**config.mk**
```make
export PLATFORM = sky130hd
export DESIGN_NAME = twm_cell
export DESIGN_NICKNAME = d
export VERILOG_FILES = /design/src/rtl/core/twm_pkg.sv /design/src/rtl/core/twm_cell.sv
export SDC_FILE = /design/constraint.sdc
export NUM_CORES = 1
export LEC_CHECK = 0
export BUFFER_PORTS_ARGS = -buffer_cell sky130_fd_sc_hd__buf_2
export CAP_MARGIN = 20
export CORE_MARGIN = 2
export CORE_UTILIZATION = 45
export CTS_CLUSTER_SIZE = 12
export DETAILED_ROUTE_END_ITERATION = 8
export PLACE_DENSITY = 0.79
export SETUP_SLACK_MARGIN = 0.1
export SLEW_MARGIN = 20
export SYNTH_ARGS = -nofsm -noshare
export SYNTH_HDL_FRONTEND = slang
export SYNTH_SLANG_ARGS = --single-unit
```
**constraint.sdc**
```tcl
create_clock -name i_clk -period 4.1 [get_ports i_clk]
set_input_delay 0 -clock i_clk [delete_from_list [all_inputs] [get_ports i_clk]]
set_output_delay 0 -clock i_clk [all_outputs]
set_load 0.02 [all_outputs]
```
**src/rtl/core/twm_pkg.sv**
```systemverilog
// Package of the trimmed window mean core: sizes, types and codes.
// Used by the interfaces, the cells, the divider and the top level.
`timescale 1ns / 1ps
package twm_pkg;

    localparam int WINDOW_DEPTH = 16;
    localparam int IDX_W        = $clog2(WINDOW_DEPTH);
    localparam int CNT_W        = $clog2(WINDOW_DEPTH + 1);
    // sum of WINDOW_DEPTH signed 16-bit values, with one spare bit
    localparam int SUM_W        = 16 + IDX_W + 1;
    localparam int DIST_W       = SUM_W + 1;
    localparam logic [15:0] MAX_AGE_RST = 16'd4000;

    typedef struct packed {
        logic signed [15:0] vel_x;
        logic signed [15:0] vel_y;
        logic signed [15:0] yaw_rate;
        logic [31:0]        stamp;
    } t_cell_data;

    typedef enum logic [1:0] {
        CELL_HOLD,
        CELL_ZERO,
        CELL_SHIFT,
        CELL_ROT
    } t_cell_op;

    typedef struct packed {
        t_cell_op    op;
        logic [31:0] now;
        logic [15:0] max_age;
    } t_cell_ctl;

    typedef enum logic [3:0] {
        ST_IDLE,
        ST_CHECK,
        ST_DROP,
        ST_INSERT,
        ST_SUM,
        ST_DIST,
        ST_DIV_START,
        ST_DIV_WAIT,
        ST_DONE
    } t_state;

    // channel c of a cell entry: 0 forward, 1 sideways, 2 turn rate
    function automatic logic signed [15:0] chan(input t_cell_data d, input logic [1:0] c);
        logic signed [15:0] v;
        case (c)
            2'd0:    v = d.vel_x;
            2'd1:    v = d.vel_y;
            default: v = d.yaw_rate;
        endcase
        return v;
    endfunction

endpackage

```
**src/rtl/core/twm_cell.sv**
```systemverilog
// One window cell: holds a sample and its stamp, shifts or rotates with neighbors.
// Depends on twm_pkg.
`timescale 1ns / 1ps
module twm_cell (
    input  logic                i_clk,
    input  logic                i_rst_n,
    input  twm_pkg::t_cell_ctl  i_ctl,
    input  twm_pkg::t_cell_data i_prev,
    input  twm_pkg::t_cell_data i_next,
    output twm_pkg::t_cell_data o_data,
    output logic                o_expired
);
    import twm_pkg::*;

    t_cell_data  r_data;
    t_cell_data  n_data;
    logic [31:0] age;

    // next entry by operation
    always_comb begin
        case (i_ctl.op)
            CELL_ZERO:  n_data = '{vel_x: '0, vel_y: '0, yaw_rate: '0, stamp: i_ctl.now};
            CELL_SHIFT: n_data = i_prev;
            CELL_ROT:   n_data = i_next;
            default:    n_data = r_data;
        endcase
    end

    always_ff @(posedge i_clk) begin
        if (!i_rst_n) begin
            r_data <= '0;
        end else begin
            r_data <= n_data;
        end
    end

    // age wraps modulo 2^32
    assign age       = i_ctl.now - r_data.stamp;
    assign o_expired = age >= {16'd0, i_ctl.max_age};
    assign o_data    = r_data;

endmodule

```
==> summary.txt <==
Worst setup path
  • CP cell instances: inv_1, ha_1, buf_4, a21oi_2, o21ai_2, a221o_1, a21o_1, xor2_1, ha_1, nand3_1, a21oi_1, o31ai_1, nand3_1, a211oi_2, nand4_1, or4_1, or4_4, buf_6
  • Critical path type: flip-flop to primary output
  • R2r worst-path depth: 2
  • Worst EP required: 4.10 ns
  • Slowest stage cell, crit path: or4_1
  • CP bufs+invs: 3
  • Crit path arrival time: 4.32 ns
  • Setup crit start kind: flip-flop
  • Cell family with most CP delay: simple AND/OR/NAND/NOR gates
  • RR Startpoint: o_data[1]
  • Max FO, Critical Path: 4
  • Worst setup EP type: primary output
  • Reg2reg end: o_data[1]
  • Crit path largest cell delay: 0.50 ns
  • R2R Setup Slk: 3.01 ns
  • CP Launch Point: o_data[7]

Floorplan
  • Boundary Pins: 293
  • Die area: between 0.01 and 0.015 sq mm
  • # rows: 43
  • Core footprint: 0.0138 sq mm
  • Initial Util: a little under half
  • Die H: 122 um
  • Die width: 122 um

Timing
  • Slew margin rel.: 47.4%
  • Fmax: 0.232 GHz
  • RSZ-0062 raised after global routing: true
  • Slew @ Worst Pin: approximately 0.8 ns
  • Setup WS post-layout: -0.218 ns
  • Fin Clk Skew: 0 ns
  • Slew Viols, Final: 0
  • Hold Vio Cnt, Final: 0
  • Endpoints failing setup: 1
  • Crit share post-route: 105%
  • Worst hold slack: 0.0504 ns
  • Min Clock Period, post-route: 4.32 ns

Global route
  • Remaining global-route overflow: 0
  • Vias in the first global route: 5644
  • First-pass GRT wire length: 27.6 mm
  • Initial antenna violation count: 0
  • Total track usage: a little under a quarter
  • Largest net degree at the start of global routing: 81

Min path
  • WHS Endpoint: o_data[69]
  • Min-Delay Path Class: input pin to flip-flop
  • Hold path depth: 4
  • Beginning of the worst hold path: i_prev[69]

Clocking
  • CTS Sinks: 80
  • Latest clock arrival within the worst-skew pair: 0.33 ns
  • Clock Root Buffer: clkbuf_16
  • Post-cts hold buffer count: 0
  • CTS clk-pin slew, worst paths: 0.06 ns
  • CTS buffer count: 9
  • Bufs on Longest Clock Path: 2
  • H-tree depth: 3
  • CTS tree: built

Drt
  • TritonRoute pass-1 iters: 5
  • Routed Antenna Nets: 0
  • DRC viols: 0
  • 1st-iter DRT viols: 350
  • DR vias: 6090
  • Routed wire length: between 15 and 20 mm
  • DR WL/cell: 16.1 um
  • Number of vias per cell: between 5 and 6

Layout
  • Final #Nets: 1216
  • Layout cell share with drive strength beyond 1: 46.4%
  • Most frequent cells in the layout: buf_2 (288), dfxtp_1 (74), inv_1 (54), nor2b_1 (52)
  • Fill cell count: 1215
  • Max reg flops: 80
  • Most common cell after layout, fill and taps aside: buf_2
  • Syn-to-layout area delta: 33.1%
  • ANT cells: 0

Synth
  • Unique cell type count in the Yosys netlist: 61
  • Ranking of synthesized cells by area: dfxtp_1 (26%), mux4_2 (11%), ha_1 (9.4%)
  • Seq/Total Area, Yosys: 25.5%
  • Synthesized Nets: 940
  • Synth Register Bits: 80
  • Cells after Synth: 680
  • Synthesized area per cell: 9.23 sq um
  • Mapped cell area: 0.00628 sq mm
  • Number of synthesized flops with an enable pin: 0
  • Yosys top cell by area: dfxtp_1
  • Ys Warns: 0
  • Asr flop ratio synth: 0%
  • Share of the synthesized area in the top cell type: roughly a quarter
  • Main synth FF type: dfxtp_1

Pwr
  • PwrDens: 324 mW/mm^2
  • Final Power: 2.70 mW
  • Peak VDD IR: 0.199 mV
  • Leakage: 3.95 nW

Status
  • Status: finished, violations left
  • Failing checks: negative setup slack

Run
  • Max Cap Viol: 0

Place
  • DP HPWL: 14.3 mm
  • Routability cong.: 0.907
  • Port Buf Inserts: a little under 300
[kinds of logic (layout without fill, tap and decap cells)]
kind of cell | after synthesis | count (layout) | share of synthesized area [%]
AND/OR/NAND/NOR | 182 | 182 | 16.2
XOR/XNOR | 22 | 22 | 3.07
buffers and inverters | 99 | 380 | 6.57
flip-flops | 80 | 80 | 25.5
AO/OA/AOI/OAI | 165 | 165 | 18.2
adder cells (fa/ha/maj) | 48 | 48 | 9.68
multiplexers | 84 | 84 | 20.8
[routing by layer]
metal	routed length [um]	up-vias	share of wire [%]	track usage, %
met2	9050	203	49	38.4
met4	274	0	1.5	7.47
met1	8160	2856	44	32.1
met3	882	18	4.8	3.37
met5	0	-	0	0
li1	-	3013	-	-
[power by group]
group / switching [mW] / internal [mW]
clock: 0.331 / 0.509
combinational: 0.522 / 0.479
sequential: 0.0322 / 0.830
[worst min-delay path, delay by kind of cell]
kind            cells  cell delay (ns)
mux                 1             0.13
simple gates        1             0.10
buf+inv             1             0.07
compound gates      1             0.05
[cells in the mapped netlist, types with 3 or more instances]
master    count
and3_1        6
xnor2_1      14
o21ai_1       6
a22oi_1      49
clkbuf_1     33
a21o_1       14
mux4_2       32
a31oi_1       4
nand2b_1      4
o31ai_1       4
xor2_1        8
nor3b_1       3
o21a_1        4
o21ai_0      11
nor3_1        4
buf_1         4
and2_1       33
dfxtp_1      80
ha_1         47
a211oi_1      7
nand2_1      31
mux2_2       49
o21bai_1      4
nor2b_1      53
o211ai_1      4
inv_1        55
nand3_1      15
nand4_1       5
nor2_1       17
buf_6         3
a21oi_1      40
[area by class of cell]
class                      instances  area (sq um)  area share (%)
sequential                        80          1610            19.3
tap                              180           225            2.70
clock inverter                     5          62.6           0.749
multi-input combinational        501          4380            52.4
clock buffer                      11           253            3.02
timing repair buffer             309          1620            19.4
inverter                          55           206            2.47
[how the worst max path moves through the flow]
stage	slack, ns	cells past startpoint	to
after floorplan	0.20	18	o_expired
after global placement	0.09	19	o_expired
after detailed placement	-0.09	19	o_expired
after CTS	-0.24	20	o_expired
after global routing	-0.39	18	o_expired
final	-0.22	18	o_expired
[repair_timing]
action	in CTS	in global routing
pin swaps	8	10
gates resized for setup	20	12
setup buffers	3	1
gates cloned	0	0
endpoints found under the setup margin	1	1
[metrics by stage]
stage          setup TNS [ns]  setup slack [ns]  util (%)  cells  cell area (sq um)
6_report               -0.218            -0.218      60.7   1141               8360
4_1_cts                -0.238            -0.238      60.2   1139               8290
3_3_place_gp                0            0.0946      57.1   1120               7860
5_1_grt                -0.389            -0.389      60.7   1141               8360
2_1_floorplan               0             0.198         -    680               6280
3_5_place_dp          -0.0945           -0.0945      57.1   1120               7860
Power figures use the tool's default switching activity.
