==> src/rtl/core/twm_pkg.sv <==
// Package of the trimmed window mean core: sizes, types and codes.
// Used by the interfaces, the cells, the divider and the top level.
`timescale 1ns / 1ps
package twm_pkg;

    localparam int WINDOW_DEPTH = 16;
    localparam int IDX_W        = $clog2(WINDOW_DEPTH);
    localparam int CNT_W        = $clog2(WINDOW_DEPTH + 1);
    // sum of WINDOW_DEPTH signed 16-bit values, with one spare bit
    localparam int SUM_W        = 16 + IDX_W + 1;
    localparam int DIST_W       = SUM_W + 1;
    localparam logic [15:0] MAX_AGE_RST = 16'd4000;

    typedef struct packed {
        logic signed [15:0] vel_x;
        logic signed [15:0] vel_y;
        logic signed [15:0] yaw_rate;
        logic [31:0]        stamp;
    } t_cell_data;

    typedef enum logic [1:0] {
        CELL_HOLD,
        CELL_ZERO,
        CELL_SHIFT,
        CELL_ROT
    } t_cell_op;

    typedef struct packed {
        t_cell_op    op;
        logic [31:0] now;
        logic [15:0] max_age;
    } t_cell_ctl;

    typedef enum logic [3:0] {
        ST_IDLE,
        ST_CHECK,
        ST_DROP,
        ST_INSERT,
        ST_SUM,
        ST_DIST,
        ST_DIV_START,
        ST_DIV_WAIT,
        ST_DONE
    } t_state;

    // channel c of a cell entry: 0 forward, 1 sideways, 2 turn rate
    function automatic logic signed [15:0] chan(input t_cell_data d, input logic [1:0] c);
        logic signed [15:0] v;
        case (c)
            2'd0:    v = d.vel_x;
            2'd1:    v = d.vel_y;
            default: v = d.yaw_rate;
        endcase
        return v;
    endfunction

endpackage

==> src/rtl/core/twm_div.sv <==
// Serial signed divider, one quotient bit per cycle, truncating toward zero.
// Depends on twm_pkg for operand widths.
`timescale 1ns / 1ps
module twm_div (
    input  logic                              i_clk,
    input  logic                              i_rst_n,
    input  logic                              i_start,
    input  logic signed [twm_pkg::SUM_W-1:0]  i_dividend,
    input  logic [twm_pkg::CNT_W-1:0]         i_divisor,
    output logic                              o_done,
    output logic signed [15:0]                o_quot
);
    import twm_pkg::*;

    localparam int STEP_W = $clog2(SUM_W + 1);

    logic              r_busy;
    logic              r_done;
    logic [STEP_W-1:0] r_cnt;
    logic [SUM_W-1:0]  r_q;
    logic [CNT_W:0]    r_rem;
    logic [CNT_W-1:0]  r_div;
    logic              r_neg;
    logic [CNT_W:0]    rem_sh;
    logic              ge;
    logic [SUM_W-1:0]  mag;
    logic [SUM_W-1:0]  q_signed;

    assign mag    = i_dividend[SUM_W-1] ? SUM_W'(-i_dividend) : SUM_W'(i_dividend);
    assign rem_sh = {r_rem[CNT_W-1:0], r_q[SUM_W-1]};
    assign ge     = rem_sh >= {1'b0, r_div};

    // control
    always_ff @(posedge i_clk) begin
        if (!i_rst_n) begin
            r_busy <= 1'b0;
            r_done <= 1'b0;
            r_cnt  <= '0;
        end else begin
            r_done <= 1'b0;
            if (i_start) begin
                r_busy <= 1'b1;
                r_cnt  <= STEP_W'(SUM_W);
            end else if (r_busy) begin
                r_cnt <= r_cnt - 1'b1;
                if (r_cnt == STEP_W'(1)) begin
                    r_busy <= 1'b0;
                    r_done <= 1'b1;
                end
            end
        end
    end

    // datapath: restoring step on magnitudes
    always_ff @(posedge i_clk) begin
        if (i_start) begin
            r_q   <= mag;
            r_rem <= '0;
            r_div <= i_divisor;
            r_neg <= i_dividend[SUM_W-1];
        end else if (r_busy) begin
            r_rem <= ge ? rem_sh - {1'b0, r_div} : rem_sh;
            r_q   <= {r_q[SUM_W-2:0], ge};
        end
    end

    assign q_signed = r_neg ? -r_q : r_q;
    assign o_quot   = q_signed[15:0];
    assign o_done   = r_done;

endmodule

==> config.mk <==
export PLATFORM = sky130hd
export DESIGN_NAME = twm_div
export DESIGN_NICKNAME = d
export VERILOG_FILES = /design/src/rtl/core/twm_pkg.sv /design/src/rtl/core/twm_div.sv
export SDC_FILE = /design/constraint.sdc
export NUM_CORES = 1
export LEC_CHECK = 0
export BUFFER_PORTS_ARGS = -buffer_cell sky130_fd_sc_hd__buf_2
export CAP_MARGIN = 30
export CELL_PAD_IN_SITES_DETAIL_PLACEMENT = 1
export CELL_PAD_IN_SITES_GLOBAL_PLACEMENT = 2
export CORE_ASPECT_RATIO = 0.6
export CORE_UTILIZATION = 34
export CTS_CLUSTER_SIZE = 16
export DETAILED_ROUTE_END_ITERATION = 7
export PLACE_DENSITY = 0.8
export SKIP_LAST_GASP = 1
export SYNTH_ARGS = -nofsm -noshare
export SYNTH_HDL_FRONTEND = slang
export SYNTH_SLANG_ARGS = --single-unit
==> constraint.sdc <==
create_clock -name i_clk -period 2.93 [get_ports i_clk]
set_clock_uncertainty 0.15 [all_clocks]
set_input_delay 0.1465 -clock i_clk [delete_from_list [all_inputs] [get_ports i_clk]]
set_output_delay 0.1465 -clock i_clk [all_outputs]
set_load 0.02 [all_outputs]
==> results of run 1 <==
==> synth_stat cells, types with 2 or more instances <==
master / n / area [sq um]
or4_1: 5 / 37.5
nand2_1: 13 / 48.8
mux2i_1: 2 / 20.0
a311oi_1: 3 / 26.3
a21oi_1: 22 / 110
o211ai_1: 3 / 22.5
nor4_1: 3 / 18.8
edfxtp_1: 27 / 811
nand3_1: 5 / 25.0
nand3b_1: 4 / 30.0
dfxtp_1: 12 / 240
o31ai_1: 6 / 45.0
nand2b_1: 2 / 12.5
a2111oi_0: 4 / 35.0
inv_1: 20 / 75.1
nor3_1: 9 / 45.0
xnor2_1: 19 / 166
a21boi_0: 3 / 22.5
buf_2: 2 / 10.0
or4_4: 2 / 22.5
a2111o_1: 2 / 22.5
nand4_1: 8 / 50.1
o21ai_0: 9 / 45.0
xor2_1: 11 / 96.3
nor2b_1: 2 / 12.5
o41ai_1: 6 / 52.6
o2bb2ai_1: 2 / 17.5
and3_1: 5 / 31.3
buf_1: 2 / 7.51
ha_1: 9 / 113
a21o_1: 2 / 15.0
or3_1: 6 / 37.5
nor2_1: 28 / 105
clkbuf_1: 10 / 37.5
==> state kept, by name, indices dropped and copies added, names as in the netlist <==
signal / count
r_rem: 5
o_done: 1
r_cnt: 5
r_q: 21
r_div: 5
r_neg: 1
r_busy: 1
==> cells by family (layout without fill, tap and decap cells) <==
kind of cell / Yosys count / after routing / share of synthesized area (%)
AO/OA/AOI/OAI: 70 / 70 / 18.3
XOR/XNOR: 30 / 30 / 10.0
adder cells (fa/ha/maj): 10 / 10 / 5.05
buffers and inverters: 35 / 83 / 5.24
flip-flops: 39 / 39 / 40.0
multiplexers: 3 / 3 / 1.19
AND/OR/NAND/NOR: 97 / 97 / 20.3
==> metrics by stage <==
stage	util, %	hold slack [ns]	area, sq um	worst slack [ns]
after floorplan	-	0.0954	2630	0.663
after global placement	40.1	0.173	2950	0.530
after detailed placement	40.1	0.175	2950	0.480
after CTS	43.1	0.102	3170	0.425
after global routing	43.1	0.115	3170	0.305
final	43.1	0.107	3170	0.416
==> report_power, final <==
group | switching (mW) | total, mW | internal [mW]
combinational | 0.259 | 0.436 | 0.177
sequential | 0.0635 | 0.720 | 0.657
clock | 0.219 | 0.582 | 0.363
total | 0.542 | 1.74 | 1.20
==> timing repair <==
item / 4_1_cts / 5_1_grt
hold buffers: 6 / 0
buffers inserted: 0 / 0
hold endpoints to repair: 6 / 0
==> cell type report <==
| class | count | share of cell area [%] |
|---|---|---|
| multi-input cells | 210 | 45.5 |
| flip-flops and latches | 39 | 33.2 |
| repair buffers | 55 | 9.95 |
| clock buffers | 8 | 4.94 |
| well taps | 104 | 4.11 |
| inverters | 20 | 2.37 |
==> cell usage in the layout (no fill, tap or decap), drive strengths merged, types with 3 or more instances in the layout <==
cell / instances
a2111oi: 4
a21boi: 3
a21oi: 22
a311oi: 3
and3: 5
buf: 49
clkbuf: 8
dfxtp: 12
dlygate4sd3: 6
edfxtp: 27
ha: 9
inv: 20
nand2: 13
nand3: 5
nand3b: 4
nand4: 8
nor2: 28
nor3: 9
nor4: 4
o211ai: 3
o21ai: 9
o31ai: 6
o41ai: 6
or3: 6
or4: 7
xnor2: 19
xor2: 11
==> critical path, stage by stage (launching register included) <==
cell	delay, ns
edfxtp_1	0.42
inv_1	0.08
ha_1	0.16
inv_1	0.05
fa_1	0.41
a211o_1	0.26
a21oi_1	0.28
o21ai_0	0.16
mux2_2	0.29
==> per-layer routing <==
metal,wire (um),vias to the layer above,share of wire (%)
met1,4090,1123,55
met3,326,6,4.4
met5,0,-,0
met2,2960,50,40
met4,73,0,0.98
li1,-,1156,-
==> how the worst min path moves through the flow <==
| stage | startpoint | endpoint |
|---|---|---|
| global placement | i_divisor[3] | r_div[3] |
| CTS | i_dividend[0] | r_q[0] |
| finish | i_dividend[0] | r_q[0] |
| global route | i_dividend[0] | r_q[0] |
| floorplan | i_divisor[0] | r_div[0] |
| detailed placement | i_divisor[0] | r_div[0] |
==> results.py, run 1 <==
metrics = {
    "critical_path": {
        "crit_path_max_fanout": 4,
        "critPathCaptureType": "register",
        "cp-start-kind": "register",
        "cp.required_ns": 2.81,
        "r2r_setup_slack_ns": 0.42,
        "r2r_end": "r_q[0]",
        "critPathArrivalTime_ns": 2.40,
        "critPathKind": "register to register",
        "r2r_start": "r_q[20]",
        "startpoint": "r_q[20]",
        "reg2reg_depth": 8,
        "cp-endpoint": "r_q[0]",
    },
    "yosys": {
        "ys_warn_count": 0,
        "synth-seq-area-share_pct": 40.0,
        "syn-instance-count": 284,
        "yosys.cell_types.count": 50,
        "synthArstFlopShare_pct": 0,
        "synth-edff-count": 27,
        "syn_nets": 323,
        "ys_ff_latch": 39,
        "synth_flop_cell": "edfxtp_1",
        "syn_area_sq_um": 2630,
        "post_synth.cell_area_avg_sq_um": 9.26,
    },
    "sta": {
        "setup_tns_ns": 0,
        "fin_crit_ns": 2.51,
        "max_slew_margin_pct": 62.8,
        "fmax_mhz": 398,
        "hold_viol": 0,
        "setup_viol": 0,
        "fin_crit_sh_pct": 85.8,
        "maxSlewViolCount": 0,
        "rsz0062_at_grt": "false",
        "tightestPinTransition_ns": 0.558,
    },
    "global_route": {
        "met1_usage_pct": 31.3,
        "grtUsageMet3_pct": 3.56,
        "use_met2_pct": 27.5,
        "grt_overflow": 0,
        "grt_max_degree": 50,
        "grt_pass1_vias": 2284,
        "antenna_found_initial": 0,
        "track_usage_pct": 20.0,
        "grt-busiest-layer": "met1",
        "grt_first_pass_wirelength_um": 12200,
    },
    "clock_network": {
        "path_clk_slew_ns": 0.06,
        "clkLatencyLatePin_ns": 0.28,
        "cts_tree": "built",
        "cts_max_path_buffers": 2,
        "cts_made_buffers": 5,
        "htree_levels": 2,
        "clkSinkCount": 39,
        "post_cts_resized": 0,
        "root_buffer": "clkbuf_16",
    },
    "min_path": {
        "hold_path_class": "primary input to register",
        "hold_depth": 2,
    },
    "floorplan": {
        "chipHeight_um": 70.1,
        "pin_count": 46,
        "dieArea_sq_um": 8100,
        "rows": 24,
        "initial_core_util_pct": 35.7,
        "fp.dieW_um": 116,
        "coreArea_sq_um": 7360,
    },
    "finish": {
        "n_antenna_cell": 0,
        "fill_cells": 861,
        "nets": 370,
        "area_growth_syn_to_layout_pct": 20.5,
        "drive_gt1_share_pct": 18.7,
        "layout.cells.non_filler": 436,
        "multi_input_area_sq_um": 1440,
        "ff_latch_area_sq_um": 1050,
    },
    "route": {
        "drt-total-wl_um": 7450,
        "viasPerCell": 5.36,
        "drc": 0,
        "ant_nets": 0,
        "detail_route.wl_per_cell_um": 17.1,
        "vias": 2335,
        "drt-pass1-iter-count": 4,
        "drt_iter0_markers": 143,
    },
    "power": {
        "finalPower_mw": 1.74,
        "p_leak_nw": 1.25,
        "p_per_area_nw_per_um2": 549,
        "vdd_drop_max_v": 0.000199,
    },
    "placement": {
        "post-dp-hpwl_um": 5520,
        "dp_cells": 422,
        "gp_congestion": 0.812,
        "io_buffers": 45,
    },
    "run_status": {
        "status": "complete, no violations",
    },
    "run": {
        "maxCapViolations": 0,
    },
}
Note: power is estimated with default switching activity, not from simulation.
==> run 2: changes to the inputs <==
Settings changed: CORE_UTILIZATION 34 to 31, PLACE_DENSITY 0.8 to 0.77.
Clock period 2.93 ns to 2.1 ns, I/O delays scaled along.
==> results.py, run 2 (synthesis gave the netlist of run 1 again) <==
metrics = {
    "floorplan": {
        "coreArea_sq_um": 8040,
        "chipHeight_um": 73.3,
        "rows": 25,
        "initial_core_util_pct": 32.7,
        "fp.dieW_um": 121,
        "pin_count": 46,
        "dieArea_sq_um": 8860,
    },
    "sta": {
        "max_slew_margin_pct": 61.6,
        "tightestPinTransition_ns": 0.575,
        "fin_ws_ns": -0.166,
        "fmax_mhz": 441,
        "fin_crit_ns": 2.27,
        "whs_ns": 0.0440,
        "hold_viol": 0,
        "setup_viol": 12,
        "fin_crit_sh_pct": 108,
        "setup_tns_ns": -1.27,
        "maxSlewViolCount": 0,
        "rsz0062_at_grt": "true",
    },
    "route": {
        "detail_route.wl_per_cell_um": 16.4,
        "viasPerCell": 5.24,
        "vias": 2490,
        "drt-pass1-iter-count": 4,
        "drt-total-wl_um": 7810,
        "ant_nets": 0,
        "drt_iter0_markers": 114,
        "drc": 0,
    },
    "power": {
        "vdd_drop_max_v": 0.000260,
        "intPower_mw": 1.80,
        "finalPower_mw": 2.60,
        "switching_share_pct": 30.8,
        "seq_power_share_pct": 37.4,
        "clkPwrFrac_pct": 33.6,
        "power.switching_mw": 0.802,
        "comb_power_share_pct": 29.0,
        "p_leak_nw": 1.44,
        "p_per_area_nw_per_um2": 741,
    },
    "min_path": {
        "hold_path_class": "primary input to register",
    },
    "finish": {
        "final_common_cell": "buf_2",
        "drive_gt1_share_pct": 29.7,
        "largest_reg_flops": 21,
        "layout.cells.most_common_list": "43 x buf_2, 40 x buf_4, 28 x nor2_1",
        "area_growth_syn_to_layout_pct": 33.5,
        "layout.cells.non_filler": 475,
        "n_antenna_cell": 0,
        "nets": 405,
        "fin_util_pct": 43.6,
        "largest-register": "r_q",
    },
    "critical_path": {
        "crit_chain": "inv_1 > ha_2 > inv_2 > fa_2 > a211o_1 > a2111o_1 > nand4_1 > a311oi_1",
        "crit_path_max_fanout": 4,
        "critPathArrivalTime_ns": 2.27,
        "slowest_stage": "a2111o_1",
        "max_stage_delay_ns": 0.45,
        "critPathKind": "register to register",
        "cp.required_ns": 2.10,
        "cp-start-kind": "register",
        "critPathCaptureType": "register",
    },
    "placement": {
        "gp_congestion": 0.925,
        "post-dp-hpwl_um": 5940,
        "dp_cells": 460,
        "io_buffers": 45,
    },
    "global_route": {
        "grt_pass1_vias": 2415,
        "grt_overflow": 0,
        "grt_max_degree": 28,
        "track_usage_pct": 18.9,
        "antenna_found_initial": 0,
        "grt_first_pass_wirelength_um": 12700,
    },
    "clock_network": {
        "htree_levels": 2,
        "cts_max_path_buffers": 2,
        "cts_tree": "built",
        "root_buffer": "clkbuf_16",
        "clkSinkCount": 39,
        "path_clk_slew_ns": 0.06,
        "cts_made_buffers": 5,
        "clkLatencyLatePin_ns": 0.29,
    },
    "run_status": {
        "status": "finished, violations left",
        "violations": "negative setup slack",
    },
    "run": {
        "maxCapViolations": 0,
    },
}
==> run 2: changes by cell type in the layout (fill, tap and decap cells not counted), sizes merged <==
cell,previous run,this run
clkbuf,8,5
buf,49,84
clkinv,0,2
bufinv,0,1
==> run 2: critical path, delay by kind of cell (launching register included) <==
family | cells | cell delay [ns]
flops | 1 | 0.40
buf+inv | 2 | 0.12
simple gates | 1 | 0.12
compound gates | 3 | 0.81
fa+ha+maj | 2 | 0.52
==> run 2: per-stage QoR <==
stage	worst slack (ns)	instance area, sq um
final	-0.166	3510
after global routing	-0.265	3510
after CTS	-0.168	3480
after detailed placement	-0.166	3220
after global placement	-0.124	3220
after floorplan	-0.0721	2640
==> run 2: final timing paths <==
check / start / endpoint / slack [ns] / cells after the start
max reg2reg: r_q[20] / r_rem[3] / -0.17 / 8
max: r_q[20] / r_rem[3] / -0.17 / 8
min reg2reg: r_cnt[1] / r_cnt[1] / 0.36 / 2
min: i_dividend[0] / r_q[0] / 0.04 / 2
==> run 2: power by group through the flow <==
stage / clock (mW) / sequential [mW] / combinational (mW)
floorplan: 0 / 0.981 / 0.424
global placement: 0 / 0.986 / 0.697
detailed placement: 0 / 0.989 / 0.705
CTS: 0.888 / 0.974 / 0.739
global route: 0.920 / 0.984 / 0.824
finish: 0.874 / 0.974 / 0.754
==> run 2: final cells by class <==
| type | count | area (sq um) |
|---|---|---|
| Inverter | 20 | 75.1 |
| Sequential cell | 39 | 1050 |
| Timing Repair Buffer | 90 | 587 |
| Clock buffer | 5 | 125 |
| Clock inverter | 3 | 38.8 |
| Fill cell | 940 | 4530 |
| Tap cell | 108 | 135 |
| Multi-Input combinational cell | 210 | 1500 |
==> run 2: metal layers <==
layer	vias to the layer above	wire length, um	GRT usage [%]	part of all wire (%)
li1	1222	-	-	-
met1	1201	4230	29.0	54
met2	62	3110	26.2	40
met3	5	405	3.88	5.2
met4	0	63	5.08	0.81
met5	-	0	0	0
==> run 2: timing repair <==
action | in CTS | in global routing
endpoints found under the setup margin | 13 | 15
hold buffers | 6 | 0
resized for setup | 12 | 6
buffers inserted | 0 | 2
pin swaps | 10 | 6
hold endpoints to repair | 9 | 0
==> run 3: changes to the inputs <==
Settings changed: GPL_TIMING_DRIVEN set to 0.
==> results.py, run 3 (synthesis gave the netlist of run 1 again) <==
metrics = {
    "sta": {
        "fmax_mhz": 428,
        "hold_viol": 0,
        "fin_crit_sh_pct": 111,
        "maxSlewViolCount": 0,
        "fin_ws_ns": -0.236,
        "fin_crit_ns": 2.34,
        "setup_viol": 13,
        "whs_ns": 0.0572,
        "tightestPinTransition_ns": 0.590,
        "rsz0062_at_grt": "true",
        "max_slew_margin_pct": 60.7,
    },
    "global_route": {
        "antenna_found_initial": 0,
        "grt_first_pass_wirelength_um": 12800,
        "grt_pass1_vias": 2406,
        "track_usage_pct": 19.2,
        "grt_overflow": 0,
        "grt_max_degree": 22,
    },
    "critical_path": {
        "cp-start-kind": "register",
        "critPathArrivalTime_ns": 2.32,
        "critPathCaptureType": "register",
        "cp.required_ns": 2.08,
        "critPathKind": "register to register",
        "crit_path_max_fanout": 4,
    },
    "finish": {
        "drive_gt1_share_pct": 24.1,
        "n_antenna_cell": 0,
        "ff_latch_area_sq_um": 1050,
        "multi_input_area_sq_um": 1510,
        "fill_cells": 931,
        "nets": 387,
        "largest-register": "r_q",
        "layout.cells.most_common_list": "44 x buf_2, 28 x nor2_1, 27 x edfxtp_1",
        "largest_reg_flops": 21,
        "final_common_cell": "buf_2",
        "area_growth_syn_to_layout_pct": 26.6,
    },
    "floorplan": {
        "pin_count": 46,
        "dieArea_sq_um": 8860,
        "initial_core_util_pct": 32.7,
        "rows": 25,
        "coreArea_sq_um": 8040,
        "chipHeight_um": 73.3,
        "fp.dieW_um": 121,
    },
    "route": {
        "drt-total-wl_um": 8090,
        "detail_route.wl_per_cell_um": 17.7,
        "viasPerCell": 5.29,
        "drt-pass1-iter-count": 4,
        "vias": 2418,
        "drt_iter0_markers": 190,
        "drc": 0,
        "ant_nets": 0,
    },
    "clock_network": {
        "clkSinkCount": 39,
        "root_buffer": "clkbuf_16",
        "cts_made_buffers": 5,
        "cts_tree": "built",
        "path_clk_slew_ns": 0.06,
        "clkLatencyLatePin_ns": 0.28,
        "cts_max_path_buffers": 2,
        "htree_levels": 2,
    },
    "power": {
        "comb_power_share_pct": 28.3,
        "clkPwrFrac_pct": 30.7,
        "intPower_mw": 1.64,
        "power.switching_mw": 0.792,
        "p_leak_nw": 1.30,
        "seq_power_share_pct": 41.0,
        "switching_share_pct": 32.5,
        "p_per_area_nw_per_um2": 732,
        "vdd_drop_max_v": 0.000268,
    },
    "run": {
        "maxCapViolations": 0,
    },
    "placement": {
        "post-dp-hpwl_um": 5900,
        "gp_congestion": 0.852,
        "preCtsSetupSlack_ns": -0.356,
        "io_buffers": 44,
    },
    "run_status": {
        "violations": "negative setup slack",
        "status": "finished, violations left",
    },
    "min_path": {
        "hold_path_class": "primary input to register",
    },
}
-- run 3: changes by cell type in the layout (fill, tap and decap cells not counted), sizes merged --
cell / delta
buf: -29
bufinv: -1
clkbuf: +11
clkinv: -1
clkinvlp: +2
dlygate4sd3: +1
inv: -1
-- run 3: metrics by stage --
stage | util (%) | area [sq um] | setup TNS, ns | std cells | total power [mW]
6_report | 41.4 | 3330 | -2.19 | 457 | 2.43
3_3_place_gp | 37.2 | 2990 | -4.91 | 436 | 1.62
2_1_floorplan | - | 2640 | -0.0721 | 284 | 1.41
4_1_cts | 40.5 | 3260 | -2.20 | 455 | 2.42
5_1_grt | 41.4 | 3330 | -3.66 | 457 | 2.57
3_5_place_dp | 37.2 | 2990 | -6.19 | 436 | 1.63
-- run 3: final cells by class --
class,count,area share [%]
repair inverters,1,0.226
clock inverters,1,0.150
well taps,108,4.06
repair buffers,57,10.3
multi-input cells,210,45.5
flip-flops and latches,39,31.6
plain buffers,14,1.80
clock buffers,7,3.98
inverters,20,2.37
-- run 3: power groups by stage --
| stage | registers, mW | logic (mW) | clock network (mW) |
|---|---|---|---|
| after floorplan | 0.981 | 0.424 | 0 |
| after global placement | 1.01 | 0.612 | 0 |
| after detailed placement | 1.01 | 0.624 | 0 |
| after CTS | 0.996 | 0.660 | 0.764 |
| after global routing | 1.01 | 0.759 | 0.800 |
| final | 0.998 | 0.690 | 0.746 |
-- run 3: worst max-delay path, stage by stage, from the launching register on --
cell and delay (ns):
edfxtp_1 0.41, inv_1 0.09, ha_2 0.18, inv_2 0.04, fa_2 0.34, a211o_1 0.27, a2111o_1 0.45, nand3b_1 0.15
a311oi_2 0.11
-- run 3: timing repair --
action | 4_1_cts | 5_1_grt
endpoints found under the setup margin | 36 | 39
gates resized for setup | 12 | 15
pin swaps | 5 | 5
buffers inserted | 4 | 2
cloned | 0 | 1
hold buffers | 7 | 0
hold endpoints to repair | 10 | 0
-- run 3: path summary, 6_finish.rpt --
check | slack, ns | endpoint | depth (start not counted) | start
setup / recovery | -0.24 | r_rem[0] | 8 | r_q[20]
hold / removal | 0.06 | r_q[0] | 2 | i_dividend[0]
setup reg to reg | -0.24 | r_rem[0] | 8 | r_q[20]
hold reg to reg | 0.36 | r_cnt[1] | 2 | r_cnt[1]
-- run 3: metal layers --
metal	up-vias	GRT usage [%]	part of all wire, %	routed length (um)
met3	4	3.34	6.3	507
met1	1165	29.4	52	4170
met4	0	4.12	0.36	29
met2	63	27.7	42	3380
li1	1186	-	-	-
met5	-	0	0	0
